[src/ahd2_pkg.sv]
`default_nettype none

package ahd2_pkg;

  // Field and state widths.
  localparam int unsigned SampleW = 16;
  localparam int unsigned TapW    = 32;
  localparam int unsigned CoefW   = 16;
  localparam int unsigned InShift = 10;
  localparam int unsigned OutShift = 11;
  localparam int unsigned ProdW   = TapW + CoefW + 1;
  localparam int unsigned SecW    = 2;

  // Rounding offset added before the output shift.
  localparam logic [TapW-1:0] RoundOfs = 32'd1024;

  // Saturation bounds of the output sample.
  localparam logic signed [SampleW-1:0] SatMax = 16'sd32767;
  localparam logic signed [SampleW-1:0] SatMin = -16'sd32768;

  // Section indexes of a three-section chain.
  localparam logic [SecW-1:0] Sec0 = 2'd0;
  localparam logic [SecW-1:0] Sec1 = 2'd1;
  localparam logic [SecW-1:0] Sec2 = 2'd2;

  // Q16 coefficients, lower chain (first sample) and upper chain (second sample).
  function automatic logic [CoefW-1:0] lo_coef(input logic [SecW-1:0] sec);
    logic [CoefW-1:0] c;
    case (sec)
      Sec0:    c = 16'd12199;
      Sec1:    c = 16'd37471;
      default: c = 16'd60255;
    endcase
    return c;
  endfunction

  function automatic logic [CoefW-1:0] hi_coef(input logic [SecW-1:0] sec);
    logic [CoefW-1:0] c;
    case (sec)
      Sec0:    c = 16'd3284;
      Sec1:    c = 16'd24441;
      default: c = 16'd49528;
    endcase
    return c;
  endfunction

  // Controller states.
  typedef enum logic [2:0] {
    ST_IDLE,
    ST_SEC0,
    ST_SEC1,
    ST_SEC2,
    ST_OUT
  } state_t;

  // Commands from the controller to the datapath.
  typedef struct packed {
    logic            load;
    logic            sec_en;
    logic [SecW-1:0] sec;
    logic            out_load;
  } cmd_t;

  // Status from the datapath to the controller.
  typedef struct packed {
    logic out_blocked;
  } status_t;

endpackage

`default_nettype wire

[src/allpass_halfband_decimator_by2_core.sv]
`default_nettype none

// Channel  Direction  Handshake          Payload
// in_      input      in_valid/in_stall  sample_first, sample_second, end_of_block
// out_     output     out_valid/out_stall sample_out, last_out
//
// An item is accepted in a load cycle, then passes through the three allpass
// section steps (both chains side by side, one multiplier per chain) and an
// output step that registers the rounded, saturated sum.
// A new item is taken only in the idle state, after the previous result is registered.
// Reset (rst_n low, synchronous) clears the filter state and the controller.
// A stalled output holds the next item in its last cycle until room frees up.

module allpass_halfband_decimator_by2_core (
  input  wire logic                                clk,
  input  wire logic                                rst_n,
  input  wire logic                                in_valid,
  output logic                                     in_stall,
  input  wire logic signed [ahd2_pkg::SampleW-1:0] in_sample_first,
  input  wire logic signed [ahd2_pkg::SampleW-1:0] in_sample_second,
  input  wire logic                                in_end_of_block,
  output logic                                     out_valid,
  input  wire logic                                out_stall,
  output logic signed [ahd2_pkg::SampleW-1:0]      out_sample_out,
  output logic                                     out_last_out
);

  ahd2_pkg::cmd_t    cmd;
  ahd2_pkg::status_t status;

  // Sequencer for load, section steps and output.
  ahd2_ctrl u_ctrl (
    .clk      (clk),
    .rst_n    (rst_n),
    .in_valid (in_valid),
    .in_stall (in_stall),
    .status   (status),
    .cmd      (cmd)
  );

  // Filter state, section arithmetic and output register.
  ahd2_datapath u_datapath (
    .clk              (clk),
    .rst_n            (rst_n),
    .in_sample_first  (in_sample_first),
    .in_sample_second (in_sample_second),
    .in_end_of_block  (in_end_of_block),
    .out_stall        (out_stall),
    .out_valid        (out_valid),
    .out_sample_out   (out_sample_out),
    .out_last_out     (out_last_out),
    .cmd              (cmd),
    .status           (status)
  );

endmodule

`default_nettype wire

[src/ahd2_ctrl.sv]
`default_nettype none

module ahd2_ctrl (
  input  wire logic              clk,
  input  wire logic              rst_n,
  input  wire logic              in_valid,
  output logic                   in_stall,
  input  wire ahd2_pkg::status_t status,
  output ahd2_pkg::cmd_t         cmd
);

  ahd2_pkg::state_t state_r, state_nxt;

  // State register.
  always_ff @(posedge clk) begin
    if (!rst_n) begin
      state_r <= ahd2_pkg::ST_IDLE;
    end else begin
      state_r <= state_nxt;
    end
  end

  // Next state: three section steps, then one output step that waits for room.
  always_comb begin
    state_nxt = state_r;
    case (state_r)
      ahd2_pkg::ST_IDLE: if (in_valid) state_nxt = ahd2_pkg::ST_SEC0;
      ahd2_pkg::ST_SEC0: state_nxt = ahd2_pkg::ST_SEC1;
      ahd2_pkg::ST_SEC1: state_nxt = ahd2_pkg::ST_SEC2;
      ahd2_pkg::ST_SEC2: state_nxt = ahd2_pkg::ST_OUT;
      ahd2_pkg::ST_OUT:  if (!status.out_blocked) state_nxt = ahd2_pkg::ST_IDLE;
      default:           state_nxt = ahd2_pkg::ST_IDLE;
    endcase
  end

  // Outputs: commands for the datapath and the input stall.
  always_comb begin
    cmd      = '0;
    in_stall = 1'b1;
    case (state_r)
      ahd2_pkg::ST_IDLE: begin
        in_stall = 1'b0;
        cmd.load = in_valid;
      end
      ahd2_pkg::ST_SEC0: begin
        cmd.sec_en = 1'b1;
        cmd.sec    = ahd2_pkg::Sec0;
      end
      ahd2_pkg::ST_SEC1: begin
        cmd.sec_en = 1'b1;
        cmd.sec    = ahd2_pkg::Sec1;
      end
      ahd2_pkg::ST_SEC2: begin
        cmd.sec_en = 1'b1;
        cmd.sec    = ahd2_pkg::Sec2;
      end
      ahd2_pkg::ST_OUT: begin
        cmd.out_load = !status.out_blocked;
      end
      default: begin
        cmd = '0;
      end
    endcase
  end

endmodule

`default_nettype wire

[src/ahd2_datapath.sv]
`default_nettype none

module ahd2_datapath (
  input  wire logic                                clk,
  input  wire logic                                rst_n,
  input  wire logic signed [ahd2_pkg::SampleW-1:0] in_sample_first,
  input  wire logic signed [ahd2_pkg::SampleW-1:0] in_sample_second,
  input  wire logic                                in_end_of_block,
  input  wire logic                                out_stall,
  output logic                                     out_valid,
  output logic signed [ahd2_pkg::SampleW-1:0]      out_sample_out,
  output logic                                     out_last_out,
  input  wire ahd2_pkg::cmd_t                      cmd,
  output ahd2_pkg::status_t                        status
);

  localparam int unsigned TapW = ahd2_pkg::TapW;
  localparam int unsigned ProdW = ahd2_pkg::ProdW;
  localparam int unsigned CoefW = ahd2_pkg::CoefW;
  localparam int unsigned SampleW = ahd2_pkg::SampleW;

  // Filter state: four words per chain.
  logic [TapW-1:0] lo_tap_r [4];
  logic [TapW-1:0] hi_tap_r [4];
  // Value entering the current section of each chain.
  logic [TapW-1:0] lo_cur_r, hi_cur_r;
  logic            last_r;

  logic                      out_valid_r;
  logic signed [SampleW-1:0] out_sample_r;
  logic                      out_last_r;

  logic [TapW-1:0] lo_old, lo_prev, hi_old, hi_prev;
  logic [TapW-1:0] lo_res, hi_res;
  logic [TapW-1:0] lo_diff, hi_diff;
  logic signed [ProdW-1:0] lo_prod, hi_prod;
  logic [TapW-1:0] sum;
  logic signed [SampleW-1:0] sat;

  // Sign-extend a sample and scale it by 2^10.
  function automatic logic [TapW-1:0] scale_in(input logic signed [SampleW-1:0] s);
    logic [TapW-1:0] w;
    w = TapW'(signed'(s));
    return w << ahd2_pkg::InShift;
  endfunction

  // Section operands: the old output and the previous input of the section.
  always_comb begin
    case (cmd.sec)
      ahd2_pkg::Sec0: begin
        lo_old = lo_tap_r[1]; lo_prev = lo_tap_r[0];
        hi_old = hi_tap_r[1]; hi_prev = hi_tap_r[0];
      end
      ahd2_pkg::Sec1: begin
        lo_old = lo_tap_r[2]; lo_prev = lo_tap_r[1];
        hi_old = hi_tap_r[2]; hi_prev = hi_tap_r[1];
      end
      default: begin
        lo_old = lo_tap_r[3]; lo_prev = lo_tap_r[2];
        hi_old = hi_tap_r[3]; hi_prev = hi_tap_r[2];
      end
    endcase
  end

  // One allpass section per chain: prev + floor(coef * (x - old) / 2^16).
  always_comb begin
    lo_diff = lo_cur_r - lo_old;
    hi_diff = hi_cur_r - hi_old;
    lo_prod = signed'({1'b0, ahd2_pkg::lo_coef(cmd.sec)}) * signed'(lo_diff);
    hi_prod = signed'({1'b0, ahd2_pkg::hi_coef(cmd.sec)}) * signed'(hi_diff);
    lo_res  = lo_prev + lo_prod[CoefW +: TapW];
    hi_res  = hi_prev + hi_prod[CoefW +: TapW];
  end

  // Sum of the chain outputs, rounded, shifted and saturated.
  always_comb begin
    sum = lo_tap_r[3] + hi_tap_r[3] + ahd2_pkg::RoundOfs;
    if (sum[TapW-1:ahd2_pkg::OutShift+SampleW-1] == '0 ||
        sum[TapW-1:ahd2_pkg::OutShift+SampleW-1] == '1) begin
      sat = signed'(sum[ahd2_pkg::OutShift +: SampleW]);
    end else if (sum[TapW-1]) begin
      sat = ahd2_pkg::SatMin;
    end else begin
      sat = ahd2_pkg::SatMax;
    end
  end

  // Filter state.
  always_ff @(posedge clk) begin
    if (!rst_n) begin
      for (int i = 0; i < 4; i++) begin
        lo_tap_r[i] <= '0;
        hi_tap_r[i] <= '0;
      end
    end else if (cmd.sec_en) begin
      case (cmd.sec)
        ahd2_pkg::Sec0: begin
          lo_tap_r[0] <= lo_cur_r;
          hi_tap_r[0] <= hi_cur_r;
        end
        ahd2_pkg::Sec1: begin
          lo_tap_r[1] <= lo_cur_r;
          hi_tap_r[1] <= hi_cur_r;
        end
        default: begin
          lo_tap_r[2] <= lo_cur_r;
          hi_tap_r[2] <= hi_cur_r;
          lo_tap_r[3] <= lo_res;
          hi_tap_r[3] <= hi_res;
        end
      endcase
    end
  end

  // Current section inputs: the scaled samples, then each section's result.
  always_ff @(posedge clk) begin
    if (cmd.load) begin
      lo_cur_r <= scale_in(in_sample_first);
      hi_cur_r <= scale_in(in_sample_second);
      last_r   <= in_end_of_block;
    end else if (cmd.sec_en) begin
      lo_cur_r <= lo_res;
      hi_cur_r <= hi_res;
    end
  end

  // Output register and its valid flag.
  always_ff @(posedge clk) begin
    if (!rst_n) begin
      out_valid_r <= 1'b0;
    end else if (cmd.out_load) begin
      out_valid_r <= 1'b1;
    end else if (!out_stall) begin
      out_valid_r <= 1'b0;
    end
  end

  always_ff @(posedge clk) begin
    if (cmd.out_load) begin
      out_sample_r <= sat;
      out_last_r   <= last_r;
    end
  end

  assign status.out_blocked = out_valid_r && out_stall;
  assign out_valid      = out_valid_r;
  assign out_sample_out = out_sample_r;
  assign out_last_out   = out_last_r;

endmodule

`default_nettype wire
[config.mk]
export PLATFORM = sky130hd
export DESIGN_NAME = allpass_halfband_decimator_by2_core
export DESIGN_NICKNAME = d
export VERILOG_FILES = /design/src/ahd2_pkg.sv /design/src/allpass_halfband_decimator_by2_core.sv /design/src/ahd2_ctrl.sv /design/src/ahd2_datapath.sv
export SDC_FILE = /design/constraint.sdc
export NUM_CORES = 2
export LEC_CHECK = 0
export BUFFER_PORTS_ARGS = -buffer_cell sky130_fd_sc_hd__clkbuf_2
export CAP_MARGIN = 25
export CORE_MARGIN = 3
export CORE_UTILIZATION = 60
export DETAILED_ROUTE_END_ITERATION = 16
export PLACE_DENSITY = 0.79
export SYNTH_ARGS = -nofsm -noshare
export SYNTH_HDL_FRONTEND = slang
export SYNTH_SLANG_ARGS = --single-unit
[constraint.sdc]
create_clock -name clk -period 12.6 [get_ports clk]
set_input_delay 0.63 -clock clk [delete_from_list [all_inputs] [get_ports clk]]
set_output_delay 0.63 -clock clk [all_outputs]
set_load 0.005 [all_outputs]
* Yosys cells after proc, flatten, opt, wreduce, memory -nomap -nowiden
Memory sizes are Yosys's and may differ from the RTL's.
Cells that the tools add are included.
** Word-level totals
- Flip-flop bits (word level) :: 86
- RAM bits :: 256
- Input port bits :: 37
- Word-level logic and storage cells :: 87
- Memories kept :: 2
** Memories
- u_datapath.hi_tap_r :: words 4, bits a word 32, rd ports 4, clocked after Yosys merged registers in 0, wr ports 4, line ahd2_datapath.sv:24 : logic [TapW-1:0] hi_tap_r [4];
- u_datapath.lo_tap_r :: words 4, bits a word 32, rd ports 4, clocked after Yosys merged registers in 0, wr ports 4, line ahd2_datapath.sv:23 : logic [TapW-1:0] lo_tap_r [4];
** Cells by class
- $add $sub $neg :: 6
- Multiply operators :: 2
- Eq/ne operators :: 9
- Multiplexer cells :: 42
- Bitwise logic cells :: 8
- Reduce and logical (&&, ||, !) cells :: 9
** Operator list (number)
- $mux W32 :: 12
- $pmux W32 S2 :: 4
- $add A32 B32 Y32 :: 3
- $mul A17 B32 Y48 :: 2
- $pmux W16 S2 :: 2
- $sub A32 B32 Y32 :: 2
- $add A32 B11 Y32 const B :: 1
- $mux W16 :: 2
- $mux W1 :: 18
- $pmux W3 S5 :: 1
- $pmux W3 S3 :: 1
- $or A1 B1 Y1 :: 8
- $eq A3 B2 Y1 const B :: 2
- $eq A6 B6 Y1 const B :: 1
- $logic_not A6 Y1 :: 1
- $mux W3 :: 2
- $ne A2 B2 Y1 const B :: 2
- $eq A3 B1 Y1 const B :: 1
- $eq A3 B3 Y1 const B :: 1
- $logic_not A3 Y1 :: 1
- $eq A2 B1 Y1 const B :: 1
- $logic_not A2 Y1 :: 1
- $ne A2 B1 Y1 const B :: 1
- $reduce_and A2 Y1 :: 1
- other kinds (5) :: 5

* Depth between registers and ports, before layout
- Depth after elaboration :: 9
- Gate-level depth with buffers :: 55
- Gate-level depth less buffers :: 51

* Modules after synthesis
Synthesis repeated with hierarchy kept, for this count alone.
** Second synthesis, totals
- Cells, all modules :: 5343
- Area, all modules :: 52609.2 um^2
** By module, submodules not included
- ahd2_datapath :: times used 1, cells an instance 5325, area each 52436.5 um^2, sequential area each 9969.6 um^2
- ahd2_ctrl :: times used 1, cells an instance 18, area each 172.7 um^2, sequential area each 60.1 um^2

* Least setup slack after synthesis
No wires, ideal clock.
- Kind :: flip-flop to flip-flop
- Start point :: register u_ctrl.state_r[0]
- End point :: register u_datapath.lo_cur_r[30], data pin
- Setup time :: 0.267 ns
- Arrival time :: 11.856 ns
- Data required time :: 12.333 ns
- Setup slack :: 0.477 ns
- Cell stages (with the launch flop) :: 52
- Clock period less this slack :: 12.123 ns
- Cell sequence :: dfxtp_1 buf_1 clkbuf_1 buf_1 clkbuf_1 mux2i_1 o21ai_0 ha_1 fa_1 nor2b_1 o21ai_1 a21boi_1 o31a_1 a21o_1 a21boi_1 o41ai_1 a21o_1 a21oi_1 (+16 left out) and2_1 nor2b_1 o21a_1 o21a_1 nor2_1 xnor2_1 ha_1 nor3_1 nor2_1 o41ai_1 nor2_1 or2_2 a211oi_1 o311ai_1 a31o_1 a21oi_1 xor2_1 o21ai_0
** Between the ends
- Longest elaborated chain between the ends :: 9
** RTL lines
- start: declaration :: line ahd2_ctrl.sv:12 : ahd2_pkg::state_t state_r, state_nxt;
- start signal: assignment :: line ahd2_ctrl.sv:17 : state_r <= ahd2_pkg::ST_IDLE;
- start signal: assignment :: line ahd2_ctrl.sv:19 : state_r <= state_nxt;
- $eq A3 B2 Y1 / $eq A3 B1 Y1 (equally long branches) :: line ahd2_ctrl.sv:40 : case (state_r)
- $pmux W3 S3 :: line ahd2_ctrl.sv:40
- $eq A2 B1 Y1 / $logic_not A2 Y1 (equally long branches) :: line ahd2_pkg.sv:29, ahd2_datapath.sv:49
- $pmux W32 S2 :: line ahd2_datapath.sv:49 : case (cmd.sec)
- $sub A32 B32 Y32 :: line ahd2_datapath.sv:67 : lo_diff = lo_cur_r - lo_old;
- $mul A17 B32 Y48 :: line ahd2_datapath.sv:69 : lo_prod = signed'({1'b0, ahd2_pkg::lo_coef(cmd.sec)}) * signed'(lo_diff);
- $add A32 B32 Y32 :: line ahd2_datapath.sv:71 : lo_res = lo_prev + lo_prod[CoefW +: TapW];
- $mux W32 :: line ahd2_datapath.sv:121 : end else if (cmd.sec_en) begin
- $mux W32 * :: line ahd2_datapath.sv:117 : if (cmd.load) begin
- end signal: assignment :: line ahd2_datapath.sv:118 : lo_cur_r <= scale_in(in_sample_first);
- end signal: assignment :: line ahd2_datapath.sv:122 : lo_cur_r <= lo_res;
- end: declaration :: line ahd2_datapath.sv:26 : logic [TapW-1:0] lo_cur_r, hi_cur_r;
Mark *: on every way between the ends. The rest lies on a longest branch, timed or not. The select of a mux whose other input is x is not followed.
A chain may end at the register's enable or synchronous reset.

* Final worst setup path
- Start point :: register u_ctrl.state_r[1]
- End point :: register u_datapath.hi_cur_r[30], data pin
** Between the ends
- Longest elaborated chain between the ends :: 9
** RTL lines
- $eq A3 B2 Y1 / $eq A3 B1 Y1 (equally long branches) :: line ahd2_ctrl.sv:40
- $pmux W3 S3 :: line ahd2_ctrl.sv:40
- $eq A2 B1 Y1 / $logic_not A2 Y1 (equally long branches) :: line ahd2_pkg.sv:39, ahd2_datapath.sv:49
- $pmux W32 S2 :: line ahd2_datapath.sv:49
- $sub A32 B32 Y32 :: line ahd2_datapath.sv:68 : hi_diff = hi_cur_r - hi_old;
- $mul A17 B32 Y48 :: line ahd2_datapath.sv:70 : hi_prod = signed'({1'b0, ahd2_pkg::hi_coef(cmd.sec)}) * signed'(hi_diff);
- $add A32 B32 Y32 :: line ahd2_datapath.sv:72 : hi_res = hi_prev + hi_prod[CoefW +: TapW];
- $mux W32 :: line ahd2_datapath.sv:121
- $mux W32 * :: line ahd2_datapath.sv:117
- end signal: assignment :: line ahd2_datapath.sv:119 : hi_cur_r <= scale_in(in_sample_second);
- end signal: assignment :: line ahd2_datapath.sv:123 : hi_cur_r <= hi_res;
- end: declaration :: line ahd2_datapath.sv:26
Marked as above.

==> results by group <==
GRT
  – GRT Util Overall: 0.296
  – Vias in the first global route: a little under 40k
  – Total grt overflow: 0
  – Largest net degree at the start of global routing: 86
  – Initial antenna violation count: 4
  – First-pass GRT wire length: 208 mm

Critical path
  – Element type at the critical path start: flip-flop
  – Crit path launch: u_ctrl.state_r[1]
  – Worst path max stage delay: 0.54 ns
  – Crit path depth: 47
  – R2r setup slk: ~0.54 ns
  – CP max stage cell: o41ai_2
  – Req. time, crit path: 12.87 ns
  – CP Capture Point: u_datapath.hi_cur_r[30]
  – Family with the most delay on the worst path: compound AO/OA/AOI/OAI gates
  – CP bufs+invs: 9
  – Reg-to-Reg End: u_datapath.hi_cur_r[30]
  – Maximum fanout along the worst path: 10
  – R2R depth: 47
  – Crit Path Class: reg2reg
  – Crit path DAT: around 12 ns
  – CP Capture Type: flip-flop
  – R2R Path Start: u_ctrl.state_r[1]

STA
  – WHS: 0.271 ns
  – Period utilization: 0.957
  – Clk_skew: about 0.026 ns
  – Setup violators final: 0
  – Slew Limit Headroom: 0.290
  – RSZ-0062 raised after global routing: yes
  – Pins over their slew limit: 0
  – Measured slew at the worst slew-check pin: 1.06 ns
  – Fin crit period: roughly 12 ns
  – Fmax: roughly 83 MHz
  – Setup tns final: 0 ns
  – Fin. Hold Viols: 0
  – Worst Setup Slack, final: 0.541 ns

Clock tree
  – Clk_lat worst skew: 0.55 ns
  – Clock root cell: clkbuf_16
  – Inserted Clock Buffers: 34
  – Reg clk slew, reported paths: 0.06 ns
  – CTS tree: built
  – Clock sinks: 342
  – Max clock buf depth: 3
  – H-tree levels: 2

Flow run
  – MaxCap Viol Count: 0

Synth
  – Synth Area per Inst: 9.68 sq um
  – Mapped Area: 51700 sq um
  – Warnings from Yosys: 0
  – Post-synthesis cell count: 5342
  – Post-synth net total: 6721
  – Number of flops mapped to enable cells by yosys: 318
  – Top cells by area, synth: fa_1, edfxtp_1, ha_1, inv_1, nor2_1
  – Sequential fraction of the synthesis area: 0.194
  – Ys async rst share: 0
  – Synth cell types: 79
  – Seq cells post-synth: 342
  – Synth top area share: 0.321
  – Yosys top cell by area: fa_1
  – Synth Flop Type: edfxtp_1
  – Most instantiated library cell after synthesis: inv_1
  – Post-synth top cells: inv_1, fa_1, ha_1, nor2_1, nand2_1

Route
  – Aggregate routed wire length: about 130 mm
  – 1st-pass router iterations: 6
  – Wirelength per Cell: 20.0 um
  – Initial drt markers: 3246
  – Via count: 37.8k
  – DRC: 0
  – Final ANT Viol Nets: 0
  – DR vias/cell: about 5.8

Min path
  – Type of the most critical hold path: in2reg

Floorplanning
  – Initial Utilization: 0.606
  – Die W: about 300 um
  – # rows: 107
  – Die Area: 89700 sq um
  – Die Ht: 300 um
  – Num ports: 56
  – Std-Cell Core Area: 85300 sq um

Finish
  – Area Overhead vs Synth: 6.28%
  – Fraction of layout cells with a size suffix above 1: 0.0531
  – Area of the multi-input gates: 37100 sq um
  – Sequential cell area: 10000 sq um
  – Final #Nets: a little under 7k
  – Fillers: 6807

Placed design
  – Worst slack, placed: 0.0650 ns
  – Port bufs: 55
  – DP HPWL: about 110 mm
  – RePlAce Congestion: 0.955

Run status
  – Status: complete, no violations
## per-layer routing
layer	track usage	up-vias	share of wire
li1	-	17144	-
met1	0.397	18648	0.40
met2	0.484	1600	0.47
met5	0	-	0.000084
met3	0.0380	358	0.075
met4	0.135	2	0.051
## placed cells by master, fill, tap and decap left out, types with 15 or more instances in the layout
| cell type | instances |
|---|---|
| a21o_1 | 98 |
| clkbuf_2 | 55 |
| dfxtp_1 | 21 |
| nand4_1 | 17 |
| o22ai_1 | 18 |
| and3_1 | 74 |
| xnor2_1 | 143 |
| mux2i_1 | 130 |
| edfxtp_1 | 318 |
| nand3_1 | 28 |
| nor3_1 | 41 |
| o21ai_1 | 16 |
| and2_1 | 143 |
| nor2_1 | 480 |
| ha_1 | 513 |
| o21bai_1 | 19 |
| inv_1 | 1115 |
| xor2_1 | 91 |
| o21a_1 | 35 |
| clkbuf_16 | 34 |
| a21oi_1 | 252 |
| fa_1 | 829 |
| o21ai_0 | 186 |
| buf_4 | 96 |
| nand2_1 | 319 |
| nand2b_1 | 42 |
| o31ai_1 | 15 |
| nor2b_1 | 33 |
| or3_1 | 17 |
## layout make-up
cell class              instances  area share
diodes                          2   0.0000911
multi-input cells            3722       0.675
clock inverters                21     0.00380
clock buffers                  39      0.0158
flip-flops and latches        342       0.183
repair buffers                156      0.0199
well taps                    1144      0.0260
inverters                    1129      0.0772
## per-stage QoR
step,area [sq um],cells,util
floorplan,51700,5342,-
global placement,53700,6486,0.629
detailed placement,53700,6486,0.629
CTS,54800,6547,0.642
global route,54900,6555,0.644
finish,54900,6555,0.644
## logic make-up after synthesis
family	synth area share
AND/OR/NAND/NOR	0.110
adder cells (fa/ha/maj)	0.445
flip-flops	0.194
buffers and inverters	0.0931
multiplexers	0.0256
XOR/XNOR	0.0417
AO/OA/AOI/OAI	0.0901
## sequential cells by signal, summed over array words and instances, names as in the netlist
name / cells
u_datapath.lo_tap_r: 128
u_datapath.out_last_out: 1
u_datapath.lo_cur_r: 32
u_datapath.last_r: 1
u_datapath.hi_cur_r: 32
u_datapath.out_sample_out: 16
u_datapath.out_valid: 1
u_ctrl.state_r: 3
u_datapath.hi_tap_r: 128
## timing repair
action | in CTS | in global routing
setup buffers | 1 | 5
resized for setup | 0 | 24
setup endpoints to repair | 1 | 40
pin swaps | 1 | 2
gates cloned | 0 | 1
hold buffers | 0 | 0
## worst min-delay path by stage
stage,cells after the start,endpoint,from,slack [ns]
2_1_floorplan,0,u_datapath.out_last_out,u_datapath.last_r,0.40
3_3_place_gp,0,u_datapath.out_last_out,u_datapath.last_r,0.42
3_5_place_dp,0,u_datapath.out_last_out,u_datapath.last_r,0.41
4_1_cts,1,u_datapath.last_r,in_end_of_block,0.26
5_1_grt,1,u_datapath.last_r,in_end_of_block,0.26
6_report,1,u_datapath.last_r,in_end_of_block,0.27
Power is left out: the tool's default activity adds up to more than one toggle a clock period on the data nets, which glitch-free logic cannot reach.
